$ cat config.mk
export PLATFORM = sky130hd
export DESIGN_NAME = cc3d_ctrl
export DESIGN_NICKNAME = d
export VERILOG_FILES = /design/src/rtl/cc3d_pkg.sv /design/src/rtl/cc3d_ctrl.sv
export SDC_FILE = /design/constraint.sdc
export NUM_CORES = 1
export LEC_CHECK = 0
export BUFFER_PORTS_ARGS = -buffer_cell sky130_fd_sc_hd__buf_4
export CORE_AREA = 2 2 39 41
export DETAILED_ROUTE_END_ITERATION = 7
export DIE_AREA = 0 0 41 43
export PLACE_DENSITY = 0.44
export SYNTH_ARGS = -nofsm -noshare
export SYNTH_HDL_FRONTEND = slang
export SYNTH_SLANG_ARGS = --single-unit
$ cat constraint.sdc
create_clock -name clk -period 1.4 [get_ports clk]
set_clock_uncertainty 0.1 [all_clocks]
set_input_delay 0.28 -clock clk [delete_from_list [all_inputs] [get_ports clk]]
set_output_delay 0.28 -clock clk [all_outputs]
set_load 0.005 [all_outputs]
$ cat src/rtl/cc3d_pkg.sv
// Shared types, constants and helper functions of the 3D circular convolution block.
// No dependencies; every other file of the block imports this package.
package cc3d_pkg;

	localparam int MAX_IMAGE_DIM_DEF  = 16;
	localparam int MAX_KERNEL_DIM_DEF = 7;

	localparam int ACT_W     = 2;
	localparam int ADDR_W    = 12;
	localparam int VAL_W     = 16;
	localparam int POS_W     = 4;
	localparam int SUM_W     = 40;
	localparam int PROD_W    = 2 * VAL_W;
	localparam int ISZ_W     = 5;
	localparam int KSZ_W     = 3;
	localparam int CFG_IDX_W = 3;
	localparam int CFG_DAT_W = 5;
	localparam int MOD_W     = 2 * POS_W;

	localparam logic [ISZ_W-1:0] IMG_SIZE_RST = ISZ_W'(16);
	localparam logic [KSZ_W-1:0] KER_SIZE_RST = KSZ_W'(3);

	typedef enum logic [ACT_W-1:0] {
		ACT_KERNEL = 2'd0,
		ACT_IMAGE  = 2'd1,
		ACT_QUERY  = 2'd2
	} action_t;

	typedef enum logic [CFG_IDX_W-1:0] {
		REG_IMG_X = 3'd0,
		REG_IMG_Y = 3'd1,
		REG_IMG_Z = 3'd2,
		REG_KER_X = 3'd3,
		REG_KER_Y = 3'd4,
		REG_KER_Z = 3'd5
	} cfg_reg_t;

	typedef enum logic [2:0] {
		S_IDLE,
		S_SETUP,
		S_PREP,
		S_RUN,
		S_DRAIN,
		S_DONE
	} state_t;

	typedef struct packed {
		logic wr_kernel;
		logic wr_image;
		logic load_query;
		logic setup;
		logic prep;
		logic step;
		logic finish;
	} cmd_t;

	typedef struct packed {
		logic bad;
		logic last;
		logic pipe_busy;
		logic out_busy;
	} sts_t;

	// position modulo image size, restoring subtraction over the position bits
	function automatic logic [POS_W-1:0] wrap_pos(input logic [POS_W-1:0] p,
	                                             input logic [ISZ_W-1:0] n);
		logic [MOD_W-1:0] r;
		logic [MOD_W-1:0] d;
		r = MOD_W'(p);
		for (int k = POS_W - 1; k >= 0; k--) begin
			d = MOD_W'(n) << k;
			if (r >= d) r = r - d;
		end
		return r[POS_W-1:0];
	endfunction

endpackage

$ cat src/rtl/cc3d_ctrl.sv
// Controller state machine: accepts requests and sequences setup, taps and result.
// Depends on cc3d_pkg; drives the datapath through cmd_t and watches sts_t.
module cc3d_ctrl import cc3d_pkg::*; (
	input  logic             clk,
	input  logic             arst_n,
	input  logic             req_valid,
	input  logic [ACT_W-1:0] req_action,
	output logic             req_ready,
	output cmd_t             cmd,
	input  sts_t             sts
);

	state_t state_q;
	state_t state_d;
	logic   acc_en;

	assign acc_en = req_valid && req_ready;

	always_ff @(posedge clk or negedge arst_n) begin
		if (!arst_n) begin
			state_q <= S_IDLE;
		end else begin
			state_q <= state_d;
		end
	end

	always_comb begin
		state_d = state_q;
		case (state_q)
			S_IDLE: begin
				if (acc_en && action_t'(req_action) == ACT_QUERY) begin
					state_d = sts.bad ? S_DONE : S_SETUP;
				end
			end
			S_SETUP: state_d = S_PREP;
			S_PREP:  state_d = S_RUN;
			S_RUN: begin
				if (sts.last) state_d = S_DRAIN;
			end
			S_DRAIN: begin
				if (!sts.pipe_busy) state_d = S_DONE;
			end
			S_DONE: begin
				if (!sts.out_busy) state_d = S_IDLE;
			end
			default: state_d = S_IDLE;
		endcase
	end

	always_comb begin
		req_ready = 1'b0;
		cmd       = '0;
		case (state_q)
			S_IDLE: begin
				req_ready = 1'b1;
				case (action_t'(req_action))
					ACT_KERNEL: cmd.wr_kernel = acc_en;
					ACT_IMAGE:  cmd.wr_image = acc_en;
					ACT_QUERY:  cmd.load_query = acc_en;
					default:    cmd = '0;
				endcase
			end
			S_SETUP: cmd.setup = 1'b1;
			S_PREP:  cmd.prep = 1'b1;
			S_RUN:   cmd.step = 1'b1;
			S_DRAIN: cmd = '0;
			S_DONE:  cmd.finish = !sts.out_busy;
			default: cmd = '0;
		endcase
	end

	a_query_start: assert property (@(posedge clk) disable iff (!arst_n)
		cmd.load_query |=> (state_q == S_SETUP || state_q == S_DONE))
		else $error("query did not start setup or result");

	a_run_exit: assert property (@(posedge clk) disable iff (!arst_n)
		(state_q == S_RUN && sts.last) |=> state_q == S_DRAIN)
		else $error("last tap did not move to drain");

endmodule

# ---- Word level (Yosys, flattened, before mapping)
# Cells that the tools add are included.
dict set report op_classes {
  n_reduce_logical 6
  eq_ne 11
  muxes 15
}
# op count
set ops {}
lappend ops {{2-to-1 mux 3 bit} 6}
lappend ops {{one-hot mux 3 bit (6 select lines)} 1}
lappend ops {{2-to-1 mux 1 bit} 8}
lappend ops {{!= test 2 bit, second input constant} 4}
lappend ops {{equality test 3 x 2 -> 1 bit, second input constant} 2}
lappend ops {{equality test 3 bit, second input constant} 2}
lappend ops {{AND reduction 4 bit} 1}
lappend ops {{equality test 3 x 1 -> 1 bit, second input constant} 1}
lappend ops {{zero test 3 bit} 1}
lappend ops {{equality test 2 x 1 -> 1 bit, second input constant} 1}
lappend ops {{equality test 2 bit, second input constant} 1}
lappend ops {{logical AND 1 bit} 2}
lappend ops {{zero test 2 bit} 1}
lappend ops {{zero test 1 bit} 1}
dict set report word_totals {
  elab_cells 33
  ff_bits 3
  inputBits 9
}

# ---- Depth between registers and ports, before layout
# Gate-level depths: netlist of the first run.
dict set report depth {
  ltp_word 6
  ltp_mapped 4
  depth_no_buf 3
}

# ---- Worst setup path before layout of the first run
# OpenSTA, ideal clock, no wires.
dict set report synth_path {
  path_kind {reg-to-output}
  startpoint {reg state_q[0]}
  endpoint {out cmd[6] in the netlist's numbering}
  path_stages_with_launch 4
  n_path_buf 1
  t_arrival_ns 1.091
  required_time_ns 1.020
  slack_ns -0.071
  cell_sequence {dfrtp_1 > buf_6 > nor3_1 > and4bb_2}
}
# item line_no
set synth_rtl {}
lappend synth_rtl {{start, declared} cc3d_ctrl.sv:13} ;# state_t state_q;
lappend synth_rtl {{start signal, assigned} cc3d_ctrl.sv:23} ;# state_q <= state_d;
lappend synth_rtl {{end, declared} cc3d_ctrl.sv:9} ;# output cmd_t cmd,

==> metrics.cfg, run 1 <==
[route]
wl_met2_um=493
ant_nets=0
drt_iter0_markers=2
highest_layer=met3
wl_met1_um=356
wl_um=882
wl_met3_um=32
viasPerCell=4.45
firstDrtPassIters=3
drt_drc_violations_left=0
wl_per_cell_um=11.6
vias=338

[cells_and_area]
fin_cells=76
largest_reg_flops=3
drive_gt1_share_pct=70.0
biggestRegsByFlops=state_q (3)
post-route-util_pct=42.3
fillers=144
fin_nets=70
syn_to_final_growth_pct=106
antennaDiodeCount=0
regMostFlops=state_q

[worst_setup_path]
worstPathArrival_ns=1.24
required_ns=1.02
rrSetupSlack_ns=-0.04
reg2reg_depth=4
cp-start-kind=register
crit_path_start=state_q[1]
slowest_delay_ns=0.42
worst-setup-path-type=reg -> out
r2r-start=state_q[1]
cpMaxStageDelayCell=dfrtp_2
worstReg2RegEnd=state_q[2]
end_kind=output pin
crit_path_end=cmd[6]
worst-path-max-fanout=4
path_cells=nor3_4, and4bb_2, buf_4

[sta]
post-route-period-util_pct=115
tightest_slew_ns=0.223
period_minus_slack_ns=1.62
slew_headroom_pct=85.0
hold_violations=0
finalSetupViolations=9
hold_slack_ns=0.278
fmax_mhz=619
final_max_slew_viol_count=0
fin_ws_ns=-0.216
rsz0062_at_grt=true

[place]
dp_hpwl_um=665
numPortBuffers=16
place_inst=67
place_congestion=0.776

[power]
vdd_drop_max_v=0.000604
leakage_nw=0.288
power.density_nw_per_um2=2000

[global_route]
overflow=0
grt_pass1_vias=350
grt_first_pass_wirelength_um=1500
grt_max_degree=6
grt_usage_pct=12.5
antenna_found_initial=0

[yosys]
syn_nets=40
synthArstFlopShare_pct=100
yosysSeqAreaShare_pct=26.4
syn_inst=31
yosysUniqueCellTypes=23
avgSynthCellArea_um2=9.16
syn_area_um2=284
ys.flop_type=dfrtp_1
synth-seq-cells=3
synth_edf_count=0
synth_warnings=0

[floorplanning]
die_area_um2=1760
die_w_um=41
start_util_pct=20.5
row_count=14
io_pins=17
core_area_um2=1380
fp.dieH_um=43

[run]
maxCapViolCount=0

[cts]
cts_tree=yes
cts_made_buffers=3
cts.path.max_buffers=2
clock-sinks=3
h-tree-depth=1
clkLatencyLatePin_ns=0.23
clk_pin_slew_ns=0.04
root_buffer=clkbuf_4

[worst_hold_path]
hold_class=in -> async

[outcome]
status=finished, violations left
violations=negative setup slack

## worst min-delay path by stage
stage,startpoint,end,depth (start not counted),slack [ns]
global route,sts[2],state_q[1],3,0.28
finish,arst_n,state_q[1],2,0.28
floorplan,arst_n,state_q[0],0,-0.12
CTS,sts[2],state_q[1],3,0.27
detailed placement,arst_n,state_q[2],1,-0.03
global placement,arst_n,state_q[1],1,-0.03
## synthesized netlist by cell type, types with 2 or more instances
cell type / number / area (um2)
nor2_1: 2 / 7.51
and3b_1: 2 / 17.5
dfrtp_1: 3 / 75.1
a21oi_1: 2 / 10.0
nor3_1: 2 / 10.0
nor2b_1: 2 / 12.5
inv_1: 2 / 7.51
## final cells by class
cell class / instances / area, um2 / area share (%)
inverters: 2 / 7.51 / 1.28
flip-flops and latches: 3 / 78.8 / 13.5
repair buffers: 27 / 228 / 38.9
clock buffers: 4 / 26.3 / 4.49
well taps: 16 / 20.0 / 3.42
multi-input cells: 24 / 225 / 38.5
## worst max-delay path: cells and delay by family (launching register included)
kind                   cells  cell delay [ns]
flip-flops                 1             0.42
buffers and inverters      1             0.10
AND/OR/NAND/NOR            2             0.48
## through the flow
step	power, mW	worst slack, ns	area, um2	TNS, ns
6_report	1.17	-0.216	586	-1.29
5_1_grt	1.26	-0.257	586	-1.73
2_1_floorplan	0.501	0.0447	289	0
3_5_place_dp	0.753	-0.0220	458	-0.0237
3_3_place_gp	0.755	0.0230	458	0
4_1_cts	1.08	-0.223	561	-1.32
## cell families after synthesis
| logic type | Yosys count | share of synthesized area (%) |
|---|---|---|
| DFF | 3 | 26.4 |
| muxes | 1 | 3.52 |
| buffers and inverters | 4 | 8.37 |
| AOI/OAI and AO/OA | 7 | 22.5 |
| and+or+nand+nor | 16 | 39.2 |
## repair_timing
action | 4_1_cts | 5_1_grt
resized for setup | 12 | 6
endpoints found under the setup margin | 8 | 10
hold buffers | 1 | 0
hold endpoints to repair | 3 | 0
pin swaps | 5 | 5
buffers inserted | 3 | 2
## report_power, final
| part | internal (mW) | switching, mW | total (mW) | leakage, nW |
|---|---|---|---|---|
| logic | 0.508 | 0.309 | 0.817 | 0.240 |
| clock network | 0.107 | 0.0422 | 0.149 | 0.0150 |
| registers | 0.139 | 0.0678 | 0.207 | 0.0336 |
## per-layer routing
| metal | vias to the layer above | global-route usage [%] |
|---|---|---|
| met2 | 9 | 20.3 |
| met5 | - | 0 |
| met4 | 0 | 4.00 |
| met1 | 158 | 14.9 |
| met3 | 0 | 3.66 |
| li1 | 171 | - |
## cell usage in the layout (no fill, tap or decap), types with 2 or more instances in the layout
| cell | netlist | layout |
|---|---|---|
| clkbuf_4 | 0 | 3 |
| buf_4 | 0 | 20 |
| nor2_1 | 2 | 2 |
| a21oi_1 | 2 | 2 |
| dfrtp_2 | 0 | 3 |
| buf_6 | 1 | 6 |
| inv_1 | 2 | 2 |
No activity file was read; power rests on OpenSTA's default activity.
==> run 2, diff against run 1 <==
--- a/config.mk
+++ b/config.mk
@@ -7,6 +7,7 @@
 export LEC_CHECK = 0
 export BUFFER_PORTS_ARGS = -buffer_cell sky130_fd_sc_hd__buf_4
 export CORE_AREA = 2 2 39 41
+export CTS_BUF_LIST = sky130_fd_sc_hd__clkbuf_8
 export DETAILED_ROUTE_END_ITERATION = 7
 export DIE_AREA = 0 0 41 43
 export PLACE_DENSITY = 0.44
==> metrics.cfg, run 2 (synthesis gave the netlist of run 1 again) <==
[outcome]
status=finished, violations left
violations=negative setup slack

[power]
total_power_mw=1.19  ; +1.7%
power.density_nw_per_um2=2040  ; +1.7%
leakage_nw=0.289  ; +0.18%
vdd_drop_max_v=0.000635  ; +5.1%

[sta]
tightest_slew_ns=0.228  ; +0.00464 ns
hold_violations=0  ; unchanged
fin_ws_ns=-0.202  ; +0.0145 ns
slew_headroom_pct=84.7  ; -0.31 points
rsz0062_at_grt=true
hold_slack_ns=0.292  ; +0.0137 ns
finalSetupViolations=9  ; unchanged
post-route-period-util_pct=114  ; -1.0 points
fmax_mhz=624  ; +0.91%
final_max_slew_viol_count=0  ; unchanged
period_minus_slack_ns=1.60  ; -0.0145 ns

[floorplanning]
core_area_um2=1380  ; unchanged
die_area_um2=1760  ; unchanged
fp.dieH_um=43  ; unchanged
io_pins=17  ; unchanged
start_util_pct=20.5  ; unchanged
die_w_um=41  ; unchanged
row_count=14  ; unchanged

[run]
maxCapViolCount=0  ; unchanged

[route]
drt_drc_violations_left=0  ; unchanged
wl_met1_um=352  ; -1.1%
wl_met2_um=472  ; -4.3%
drt_iter0_markers=5  ; +3
highest_layer=met3
ant_nets=0  ; unchanged
wl_um=857  ; -2.8%
firstDrtPassIters=3  ; unchanged
vias=332  ; -1.8%
wl_met3_um=32  ; unchanged
wl_per_cell_um=11.6  ; -0.21%
viasPerCell=4.49  ; +0.88%

[global_route]
grt_pass1_vias=355  ; +1.4%
grt_first_pass_wirelength_um=1500  ; unchanged
grt_usage_pct=12.7  ; +0.20 points
overflow=0  ; unchanged
grt_max_degree=6  ; unchanged
antenna_found_initial=0  ; unchanged

[worst_setup_path]
worstPathArrival_ns=1.22  ; -0.02 ns
worst-path-max-fanout=5  ; +1
r2r-start=state_q[1]
cp_top_family=simple AND/OR/NAND/NOR gates
end_kind=output pin
cp_num_buf_inv=1  ; unchanged
slowest_delay_ns=0.42  ; about the same
rrSetupSlack_ns=-0.03  ; about the same
path_cells=nor3_4, and4bb_2, buf_4
cp-start-kind=register
cpMaxStageDelayCell=dfrtp_2
required_ns=1.02  ; about the same
worstReg2RegEnd=state_q[2]
reg2reg_depth=4  ; unchanged
worst-setup-path-type=reg -> out

[cells_and_area]
mostFrequentLayoutCells=19 x buf_4, 5 x buf_6, 3 x inv_1, 3 x clkbuf_8, 3 x dfrtp_2
final_area_um2=586  ; unchanged
post-route-util_pct=42.3  ; unchanged
syn_to_final_growth_pct=106  ; unchanged
largest_reg_flops=3  ; unchanged
drive_gt1_share_pct=69.0  ; -1.0 points
final_common_cell=buf_4
fin_cells=74  ; -2.6%
antennaDiodeCount=0  ; unchanged
biggestRegsByFlops=state_q (3)
fin_nets=68  ; -2.9%
regMostFlops=state_q

[cts]
clk_pin_slew_ns=0.03  ; about the same
cts.path.max_buffers=2  ; unchanged
cts_tree=yes
clock-sinks=3  ; unchanged
h-tree-depth=1  ; unchanged
cts_made_buffers=3  ; unchanged
root_buffer=clkbuf_8
clkLatencyLatePin_ns=0.21  ; -0.02 ns

[worst_hold_path]
hold_class=in -> reg
worstHoldStart=sts[2]
hold_depth=3
hold_path_end=state_q[1]

[place]
place_inst=67  ; unchanged
numPortBuffers=16  ; unchanged
placed_cell_area_um2=458  ; unchanged
place_congestion=0.776  ; unchanged
dp_hpwl_um=665  ; unchanged

run 2: cell types whose count changed in the layout (fill, tap and decap cells not counted):
cell,change
clkbuf_4,-3
inv_1,+1
clkbuf_8,+3
clkbuf_1,-1
buf_4,-1
buf_6,-1
run 2: tightest hold or removal path: cells and delay by family:
kind	cells	cell delay, ns
buffers and inverters	1	0.09
AND/OR/NAND/NOR	2	0.20
run 2: layout make-up:
| cell class | count | area, um2 |
|---|---|---|
| fillers | 138 | 798 |
| multi-input cells | 24 | 225 |
| repair buffers | 25 | 209 |
| flip-flops and latches | 3 | 78.8 |
| clock buffers | 3 | 41.3 |
| well taps | 16 | 20.0 |
| inverters | 2 | 7.51 |
| clock inverters | 1 | 3.75 |
run 2: through the flow:
stage,setup slack (ns),setup TNS (ns)
finish,-0.202,-1.07
global placement,0.0230,0
global route,-0.261,-1.58
detailed placement,-0.0220,-0.0237
CTS,-0.205,-1.19
floorplan,0.0447,0
run 2: report_power, final:
group	leakage (nW)	internal [mW]	switching [mW]	total, mW
combinational	0.228	0.456	0.290	0.746
sequential	0.0336	0.139	0.0663	0.206
clock	0.0269	0.186	0.0548	0.241
total	0.289	0.782	0.411	1.19
run 2: per-layer routing:
layer	vias up	global-route usage [%]
met1	155	15.6
li1	168	-
met5	-	0
met3	0	3.66
met4	0	6.00
met2	9	19.4
run 2: what timing repair did:
| action | CTS | global route |
|---|---|---|
| buffers inserted | 3 | 0 |
| gates resized for setup | 12 | 5 |
| hold buffers | 1 | 0 |
| setup endpoints to repair | 8 | 10 |
| endpoints found under the hold margin | 3 | 0 |
| pin swaps | 5 | 5 |
run 2: worst max path at each step:
stage | to | from | slack [ns] | cells past startpoint
after floorplan | cmd[6] | state_q[0] | 0.04 | 3
after global placement | cmd[0] | state_q[1] | 0.02 | 3
after detailed placement | cmd[6] | state_q[2] | -0.02 | 3
after CTS | cmd[6] | state_q[1] | -0.21 | 3
after global routing | cmd[6] | state_q[1] | -0.26 | 3
final | cmd[6] | state_q[1] | -0.20 | 3
